## src/design/assert_macros.svh

```systemverilog
// assertion macros for the hash cache
`ifndef ASSERT_MACROS_SVH
`define ASSERT_MACROS_SVH
`ifndef SYNTHESIS
`define ASSERT_IMPLIES(label, clk, rst_n, pre, post) \
    label: assert property (@(posedge clk) disable iff (!rst_n) (pre) |-> (post)) \
        else $error("assertion failed");
`define ASSERT_NEXT(label, clk, rst_n, pre, post) \
    label: assert property (@(posedge clk) disable iff (!rst_n) (pre) |=> (post)) \
        else $error("assertion failed");
`else
`define ASSERT_IMPLIES(label, clk, rst_n, pre, post)
`define ASSERT_NEXT(label, clk, rst_n, pre, post)
`endif
`endif

```

## src/design/lphc_pkg.sv

```systemverilog
package lphc_pkg;
    localparam int unsigned TableSize = 1024;
    localparam int unsigned SlotBits = $clog2(TableSize);
    localparam int unsigned QueueDepth = 2;

    localparam logic MODE_LOOKUP = 1'b0;
    localparam logic MODE_INSERT = 1'b1;

    localparam logic CFG_SEED = 1'b0;
    localparam logic CFG_LIMIT = 1'b1;

    typedef struct packed {
        logic        mode;
        logic [63:0] key;
        logic [63:0] value;
        logic [31:0] hash;
    } lphc_job_t;
endpackage

```

## src/design/lphc_queue.sv

```systemverilog
module lphc_queue import lphc_pkg::*; (
    input  logic      clk,
    input  logic      rst_n,
    input  logic      push,
    input  lphc_job_t push_data,
    output logic      full,
    input  logic      pop,
    output logic      empty,
    output lphc_job_t pop_data
);
    localparam int unsigned PtrBits = $clog2(QueueDepth);
    lphc_job_t          buf_reg [QueueDepth];
    logic [PtrBits-1:0] wr_reg, rd_reg;
    logic [PtrBits:0]   cnt_reg;

    assign full = (cnt_reg == (PtrBits+1)'(QueueDepth));
    assign empty = (cnt_reg == '0);
    assign pop_data = buf_reg[rd_reg];

    always_ff @(posedge clk or negedge rst_n)
    begin
        if (!rst_n)
        begin
            wr_reg <= '0;
            rd_reg <= '0;
            cnt_reg <= '0;
        end
        else
        begin
            if (push)
            begin
                wr_reg <= wr_reg + 1'b1;
            end
            if (pop)
            begin
                rd_reg <= rd_reg + 1'b1;
            end
            cnt_reg <= cnt_reg + (PtrBits+1)'(push) - (PtrBits+1)'(pop);
        end
    end

    always_ff @(posedge clk)
    begin
        if (push)
        begin
            buf_reg[wr_reg] <= push_data;
        end
    end
endmodule

```

## config.mk

```make
export PLATFORM = sky130hd
export DESIGN_NAME = lphc_queue
export DESIGN_NICKNAME = d
export VERILOG_FILES = /design/src/design/assert_macros.svh /design/src/design/lphc_pkg.sv /design/src/design/lphc_queue.sv
export SDC_FILE = /design/constraint.sdc
export NUM_CORES = 1
export LEC_CHECK = 0
export BUFFER_PORTS_ARGS = -buffer_cell sky130_fd_sc_hd__buf_2
export CAP_MARGIN = 20
export CORE_ASPECT_RATIO = 1.75
export CORE_MARGIN = 5
export CORE_UTILIZATION = 40
export CTS_BUF_LIST = sky130_fd_sc_hd__clkbuf_8
export CTS_CLUSTER_SIZE = 8
export DETAILED_ROUTE_END_ITERATION = 7
export GPL_TIMING_DRIVEN = 0
export HOLD_SLACK_MARGIN = 0.1
export REMOVE_ABC_BUFFERS = 1
export SLEW_MARGIN = 0
export SYNTH_ARGS = -nofsm -noshare
export SYNTH_HDL_FRONTEND = slang
export SYNTH_SLANG_ARGS = --single-unit
```

## constraint.sdc

```tcl
create_clock -name clk -period 19.5 [get_ports clk]
set_input_delay 2.925 -clock clk [delete_from_list [all_inputs] [get_ports clk]]
set_output_delay 2.925 -clock clk [all_outputs]
set_load 0.02 [all_outputs]
```

==> flow_metrics.env <==
export IMPL_finalCritPeriodShare_pct=26.91
export IMPL_worst_pin_slew_ns=0.9106
export IMPL_synth_top_area_share_pct=79.70
export IMPL_rows=84
export IMPL_cp_required_ns=16.57
export IMPL_m1WireLength_um=8062
export IMPL_total_power_w=0.002237
export IMPL_grt_max_degree=61
export IMPL_wl_met3_um=1559
export IMPL_routed_wl_met2_um=15580
export IMPL_cap_violations=0
export IMPL_drive_above_1_share_pct=61.42
export IMPL_overflow=0
export IMPL_startpoint="rd_reg"
export IMPL_dpl_hpwl_um=18570
export IMPL_antenna_found_initial=12
export IMPL_crit_path_start_kind="register"
export IMPL_cellPowerDensity_nw_per_um2=147.6
export IMPL_dp_cells=1223
export IMPL_htreeDepth=2
export IMPL_worstPathMaxFanout=55
export IMPL_postRouteAntennaNets=0
export IMPL_yosysSeqAreaShare_pct=80.53
export IMPL_hold_depth=1
export IMPL_reg2reg_to="buf_reg[1][90]"
export IMPL_cts_tree="done"
export IMPL_worst_setup_path_type="reg2out"
export IMPL_die_h_um=240.4
export IMPL_firstDrtPassIters=4
export IMPL_nets=1053
export IMPL_via_count=6117
export IMPL_first_iter_violations=244
export IMPL_yosysWarnings=0
export IMPL_largest_reg_flops=322
export IMPL_drc=0
export IMPL_first_global_vias=6722
export IMPL_postCtsSetupRepairBufs=0
export IMPL_grt_util_all_layers_pct=15.13
export IMPL_hold_class="reg2reg"
export IMPL_synthTopCellsByArea="edfxtp_1 (80%), mux2_4 (9.9%), mux2_2 (7.5%)"
export IMPL_syn_to_final_growth_pct=24.88
export IMPL_cts_path_max_buffers=3
export IMPL_final_cell_count_no_fill=1300
export IMPL_avgSynthCellArea_um2=23.51
export IMPL_die_area_um2=34050
export IMPL_max_stage_delay_ns=0.51
export IMPL_finalSetupTns_ns=0
export IMPL_netlist_instances=516
export IMPL_grt_pass1_wl_um=38710
export IMPL_r2r_setup_slack_ns=17.56
export IMPL_ios=328
export IMPL_top_layer_used="met5"
export IMPL_initial_core_util_pct=40.36
export IMPL_core_area_um2=30060
export IMPL_min_delay_start="wr_reg"
export IMPL_ir_drop_uv=113.4
export IMPL_synth_top_area_cell="edfxtp_1"
export IMPL_syn_cell_area_um2=12130
export IMPL_setup_violations=0
export IMPL_cts_reportedPaths_clkPinSlew_ns=0.06
export IMPL_vias_per_cell=4.705
export IMPL_port_buffers=327
export IMPL_crit_path_top_delay_cell="dfrtp_4"
export IMPL_synth_distinct_cells=13
export IMPL_die_x_um=141.6
export IMPL_synth_seq_cells=326
export IMPL_min_to="wr_reg"
export IMPL_slew_viol_final=0
export IMPL_timing_fmax_mhz=190.6
export IMPL_holdBufCountCts=0
export IMPL_wl_per_cell_um=20.45
export IMPL_skew_ns=0.01609
export IMPL_rr_worst_depth=2
export IMPL_finalWeightedCongestion=0.7300
export IMPL_critPathArrivalTime_ns=2.32
export IMPL_path_cells="buf_16 > buf_16 > mux2_2 > buf_2"
export IMPL_hold_violations=0
export IMPL_cts_made_buffers=48
export IMPL_relSlewSlack_pct=39.30
export IMPL_layout_min_cycle_time_ns=5.247
export IMPL_cts_repair_resized=0
export IMPL_worst_skew_pair_late_latency_ns=0.56
export IMPL_wirelength_um=26590
export IMPL_cp_end_kind="output port"
export IMPL_status="finished, final reports clean"
export IMPL_cpMostUsedCell="buf_16"
export IMPL_cts_root_buf="clkbuf_8"
export IMPL_cts_sinks=326
export IMPL_p_leak_nw=5.942
export IMPL_rsz0062_at_grt="false"
export IMPL_r2r_start="wr_reg"
logic make-up (layout without fill, tap and decap cells):
group	Yosys count	count (layout)	synth area share, %
flip-flops	326	326	80.53
multiplexers	161	161	17.42
buffers and inverters	20	406	1.320
AND/OR/NAND/NOR	4	4	0.1856
XOR/XNOR	3	3	0.3403
adder cells (fa/ha/maj)	2	2	0.2062
other	0	11	0
through the flow:
stage          setup slack [ns]  area [µm²]  utilization [%]  hold slack, ns
3_5_place_dp              14.80       14370            47.81          0.5694
6_report                  14.25       15150            50.40          0.5790
4_1_cts                   14.16       15120            50.31          0.5815
5_1_grt                   14.10       15150            50.39          0.6208
2_1_floorplan             8.914       11980                -          0.4555
3_3_place_gp              3.939       14100            46.91          0.4698
metal layers:
layer	GRT usage, %	up-vias
met5	0	-
met4	8.527	2
met3	4.040	72
met2	29.27	222
met1	13.86	3025
li1	-	2796
Yosys cell counts:
library cell	count
edfxtp_1	322
mux2_2	81
mux2_4	80
buf_6	10
buf_2	8
dfrtp_1	4
ha_1	2
inv_1	2
nor2b_1	2
xor2_1	2
and2_1	1
nor2_1	1
xor3_1	1
final cells by class:
cell class	count	area, µm²
clock buffers	50	688.2
clock inverters	16	62.56
flip-flops and latches	326	9773
multi-input cells	170	2212
well taps	387	484.2
inverters	2	7.507
fillers	2608	14910
repair buffers	338	1894
diodes	11	27.53
where the power goes:
| part | total, W | switching, W | internal [W] |
|---|---|---|---|
| logic | 0.000809 | 0.000467 | 0.000342 |
| clock network | 0.000466 | 0.000236 | 0.000230 |
| registers | 0.000962 | 0.0000326 | 0.000929 |
how the worst max path moves through the flow:
| stage | to | slack [ns] |
|---|---|---|
| CTS | pop_data[10] | 14.16 |
| floorplan | buf_reg[0][0] | 8.91 |
| finish | pop_data[10] | 14.25 |
| global route | pop_data[10] | 14.10 |
| detailed placement | pop_data[10] | 14.80 |
| global placement | buf_reg[0][105] | 3.94 |
cells in the final DEF, fill, tap and decap left out, drive strengths merged:
master / instances
inv: 13
mux2: 161
clkinv: 5
ha: 2
nor2: 1
and2: 1
nor2b: 2
xor3: 1
clkbuf: 50
diode: 11
xor2: 2
dfrtp: 4
buf: 338
edfxtp: 322
critical path: cells and delay by family, from the launching register on:
family                 cells  cell delay (ns)
buffers and inverters      3             0.82
DFF                        1             0.51
muxes                      1             0.38
No activity file was read; power rests on OpenSTA's default activity.
