--- src/design/assert_macros.svh ---
// assertion macros for the hash cache
`ifndef ASSERT_MACROS_SVH
`define ASSERT_MACROS_SVH
`ifndef SYNTHESIS
`define ASSERT_IMPLIES(label, clk, rst_n, pre, post) \
    label: assert property (@(posedge clk) disable iff (!rst_n) (pre) |-> (post)) \
        else $error("assertion failed");
`define ASSERT_NEXT(label, clk, rst_n, pre, post) \
    label: assert property (@(posedge clk) disable iff (!rst_n) (pre) |=> (post)) \
        else $error("assertion failed");
`else
`define ASSERT_IMPLIES(label, clk, rst_n, pre, post)
`define ASSERT_NEXT(label, clk, rst_n, pre, post)
`endif
`endif

--- src/design/lphc_pkg.sv ---
package lphc_pkg;
    localparam int unsigned TableSize = 1024;
    localparam int unsigned SlotBits = $clog2(TableSize);
    localparam int unsigned QueueDepth = 2;

    localparam logic MODE_LOOKUP = 1'b0;
    localparam logic MODE_INSERT = 1'b1;

    localparam logic CFG_SEED = 1'b0;
    localparam logic CFG_LIMIT = 1'b1;

    typedef struct packed {
        logic        mode;
        logic [63:0] key;
        logic [63:0] value;
        logic [31:0] hash;
    } lphc_job_t;
endpackage

--- src/design/lphc_front.sv ---
module lphc_front import lphc_pkg::*; (
    input  logic        clk,
    input  logic        rst_n,
    input  logic        start,
    output logic        busy,
    input  logic        mode,
    input  logic [63:0] key,
    input  logic [63:0] value,
    input  logic [31:0] seed,
    input  logic        q_full,
    output logic        q_push,
    output lphc_job_t   q_data
);
    // hash sequenced by a step counter, at most one multiply per step
    logic        act_reg, act_next;
    logic [3:0]  step_reg, step_next;
    logic [31:0] h_reg, h_next;
    logic [31:0] k_reg, k_next;
    logic        mode_reg;
    logic [63:0] key_reg, val_reg;

    function automatic logic [31:0] rotl(input logic [31:0] x, input int r);
        rotl = (x << r) | (x >> (32 - r));
    endfunction

    assign busy = act_reg;
    assign q_push = act_reg && (step_reg == 4'd11) && !q_full;
    assign q_data = '{mode: mode_reg, key: key_reg, value: val_reg, hash: h_reg};

    always_comb
    begin
        act_next = act_reg;
        step_next = step_reg;
        h_next = h_reg;
        k_next = k_reg;
        if (!act_reg)
        begin
            if (start)
            begin
                act_next = 1'b1;
                step_next = 4'd0;
                h_next = seed;
                k_next = key[31:0];
            end
        end
        else
        begin
            unique case (step_reg)
                4'd0, 4'd4: k_next = k_reg * 32'hCC9E2D51;
                4'd1, 4'd5: k_next = rotl(k_reg, 15) * 32'h1B873593;
                4'd2, 4'd6: h_next = rotl(h_reg ^ k_reg, 13);
                4'd3, 4'd7:
                begin
                    h_next = h_reg * 32'd5 + 32'hE6546B64;
                    k_next = key_reg[63:32];
                end
                4'd8:
                begin
                    h_next = (h_reg ^ 32'd8) ^ ((h_reg ^ 32'd8) >> 16);
                    h_next = h_next * 32'h85EBCA6B;
                end
                4'd9:
                begin
                    h_next = (h_reg ^ (h_reg >> 13)) * 32'hC2B2AE35;
                end
                4'd10: h_next = h_reg ^ (h_reg >> 16);
                default:
                begin
                    if (!q_full)
                    begin
                        act_next = 1'b0;
                    end
                end
            endcase
            if (step_reg != 4'd11)
            begin
                step_next = step_reg + 4'd1;
            end
        end
    end

    always_ff @(posedge clk or negedge rst_n)
    begin
        if (!rst_n)
        begin
            act_reg <= 1'b0;
            step_reg <= '0;
        end
        else
        begin
            act_reg <= act_next;
            step_reg <= step_next;
        end
    end

    always_ff @(posedge clk)
    begin
        h_reg <= h_next;
        k_reg <= k_next;
        if (!act_reg && start)
        begin
            mode_reg <= mode;
            key_reg <= key;
            val_reg <= value;
        end
    end
endmodule

--- config.mk ---
export PLATFORM = sky130hd
export DESIGN_NAME = lphc_front
export DESIGN_NICKNAME = d
export VERILOG_FILES = /design/src/design/assert_macros.svh /design/src/design/lphc_pkg.sv /design/src/design/lphc_front.sv
export SDC_FILE = /design/constraint.sdc
export NUM_CORES = 2
export LEC_CHECK = 0
export BUFFER_PORTS_ARGS = -buffer_cell sky130_fd_sc_hd__buf_4
export CAP_MARGIN = 0
export CORE_MARGIN = 2
export CORE_UTILIZATION = 60
export CTS_BUF_LIST = sky130_fd_sc_hd__clkbuf_4 sky130_fd_sc_hd__clkbuf_8 sky130_fd_sc_hd__clkbuf_16
export DETAILED_ROUTE_END_ITERATION = 8
export PLACE_DENSITY = 0.8
export SLEW_MARGIN = 20
export SYNTH_ARGS = -nofsm -noshare
export SYNTH_HDL_FRONTEND = slang
export SYNTH_SLANG_ARGS = --single-unit
--- constraint.sdc ---
create_clock -name clk -period 16.8 [get_ports clk]
set_clock_uncertainty 0.2 [all_clocks]
set_input_delay 1.68 -clock clk [delete_from_list [all_inputs] [get_ports clk]]
set_output_delay 1.68 -clock clk [all_outputs]
set_load 0.005 [all_outputs]
==> flow_summary.toml <==
[status]
status = "finished clean"

[timing]
clock.fmax_mhz = 114
rsz0062_at_grt = "false"
worst_pin_slew_ns = 1.22
maxSlewHeadroom_pct = 18.6
fin_crit_ns = 8.81
hold_slack_ns = 0.423
slew_violations = 0
hold_violations = 0
finalSetupViolCount = 0
fin_setup_tns_ns = 0
period_share_pct = 52.4

[grt]
grt_max_degree = 76
grt_pass1_vias = 34600
grt_pass1_wl_mm = 208
antenna_found_initial = 3
track_usage_pct = 38.1
grt_overflow = 0

[critical_path]
worstPathArrival_ns = 8.84
reg2reg_slack_ns = 7.99
crit_end = "h_reg[30]"
r2r-end = "h_reg[30]"
cp-start-kind = "register"
critical_path.endpoint_type = "register"
r2r_cells = 27
cp_top_family = "adder cells"
path_buf_inv = 7
timing_worst_setup_path_type = "register to register"
cp-startpoint = "h_reg[20]"
crit_path_max_fanout = 13
crit_path_top_delay_cell = "xnor2_1"
worstPathRequired_ns = 16.83
reg2reg_from = "h_reg[20]"
crit_path_max_incr_delay_ns = 0.80
worst-path-stages = 27

[placed_design]
gp_congestion = 1.04
placed_area_um2 = 47200
portBuffers = 327
dp_hpwl_mm = 118

[synthesis]
yosys.cell_types.count = 73
synth_adder_area_share_pct = 56.9
synth_edf_count = 193
async_flop_share_pct = 2.53
ys_seq_area_share_pct = 13.7
yosys.area.top_type = "fa_1"
synth_area_per_cell_um2 = 10.2
synth_top_family_by_area = "adder cells"
synthSimpleGateAreaFrac_pct = 3.87
synth_most_common_cell = "inv_1"
synth_xor_area_share_pct = 6.19
syn_area_um2 = 43300
ys.flop_type = "edfxtp_1"
syn_nets = 5915
synth_top_area_share_pct = 34.5
synthCells = 4228
yosys_warnings = 0
synth.area.mux_share_pct = 0.124
synth_compound_area_share_pct = 7.68
synthTopCellsByCount = "inv_1 (1272), ha_1 (775), fa_1 (747), xnor2_1 (214), edfxtp_1 (193)"
ys_ff_latch = 198
ys_top_cells_by_area = "fa_1 (35%), ha_1 (22%), edfxtp_1 (13%)"

[floorplan]
io_pins = 328
start_util_pct = 60.6
fp-row-count = 98
fp.dieH_um = 273
die_w_um = 273
die_area_um2 = 74300
placeableCoreArea_um2 = 71500

[clocking]
cts_hold_buf = 0
clockRootBuffer = "clkbuf_16"
cts_made_buffers = 17
cts_max_level = 4
cts_resized = 0
clkTransAtPathRegs_ns = 0.10
clk_path_buf_depth = 2
cts.sinks = 198
clock_latency_ns = 0.48
post_cts_buffers = 0
cts_tree = "yes"

[layout]
num-fill-cells = 5568
final_area_um2 = 47800
nets = 6257
syn2layout_area_growth_pct = 10.4
final_layout_size_suffix_gt1_share_pct = 9.71

[job]
drv_cap = 0

[routing]
ant_nets = 0
detail_route.iter0.violations = 2832
num_vias = 31900
wirelength_mm = 137
route.detailed.drc = 0
dr.pass1.iters = 6
vias_per_cell = 5.77
wl_per_cell_um = 24.7

[hold_path]
hp-class = "register to register"
-- final cells by class --
| type | instances | area [µm²] | area share (%) |
|---|---|---|---|
| multi-input cells | 2700 | 32400 | 67.8 |
| repair buffers | 381 | 2860 | 5.99 |
| clock inverters | 15 | 189 | 0.395 |
| well taps | 950 | 1190 | 2.49 |
| inverters | 1272 | 4770 | 9.99 |
| clock buffers | 17 | 425 | 0.890 |
| diodes | 2 | 5.00 | 0.0105 |
| flip-flops and latches | 198 | 5920 | 12.4 |
-- cell families after synthesis --
group | after synthesis
adders and majority gates | 1522
buffers and inverters | 1330
AOI/OAI and AO/OA | 503
and+or+nand+nor | 364
xor gates and xnor gates | 306
DFF | 198
muxes | 5
-- how the worst min path moves through the flow --
stage / cells after the start / from / endpoint
CTS: 1 / step_reg[0] / step_reg[0]
global placement: 1 / step_reg[1] / step_reg[1]
finish: 1 / step_reg[0] / step_reg[0]
global route: 1 / step_reg[0] / step_reg[0]
detailed placement: 1 / step_reg[0] / step_reg[0]
floorplan: 1 / step_reg[1] / step_reg[1]
-- layer usage --
layer / routed length, µm / GRT usage (%) / vias to the layer above
met3: 12600 / 7.53 / 432
met5: 11 / 0 / -
met1: 50900 / 47.7 / 15900
met4: 10200 / 23.5 / 2
li1: - / - / 14000
met2: 63100 / 61.2 / 1672
-- worst reg2reg max path, cell delays in order, from the launching register on --
cell and delay [ns]:
edfxtp_1 0.72, xnor2_1 0.80, inv_1 0.20, ha_1 0.41, inv_1 0.08, fa_1 0.44
fa_1 0.51, fa_1 0.49, inv_1 0.05, fa_1 0.50, inv_1 0.06, fa_1 0.53
inv_1 0.05, fa_1 0.48, inv_1 0.05, fa_1 0.47, inv_1 0.04, ha_1 0.35
and2_1 0.17, a22o_1 0.19, a41oi_1 0.38, o21ai_0 0.33, a21o_1 0.27, a21oi_1 0.22
o21ai_0 0.16, xnor2_1 0.15, nor2_1 0.06, o221a_1 0.21
-- cell usage in the layout (no fill, tap or decap), drive strengths merged, types with 28 or more instances in the layout --
cell type	n
xor2	92
ha	775
fa	747
nand3	32
nand2	92
a221oi	37
inv	1280
nor2	137
o21ai	90
edfxtp	193
a21oi	146
a31oi	28
xnor2	214
a21o	53
buf	381
-- stage by stage --
step	utilization [%]	worst slack (ns)	cells
after CTS	66.8	8.11	5533
after floorplan	-	8.17	4228
after detailed placement	66.0	8.12	5501
after global placement	66.0	8.21	5501
final	66.8	7.99	5535
after global routing	66.8	7.67	5534
Power is not shown: default switching activity piles up to over one toggle a cycle in this logic, so the estimate is an artifact.
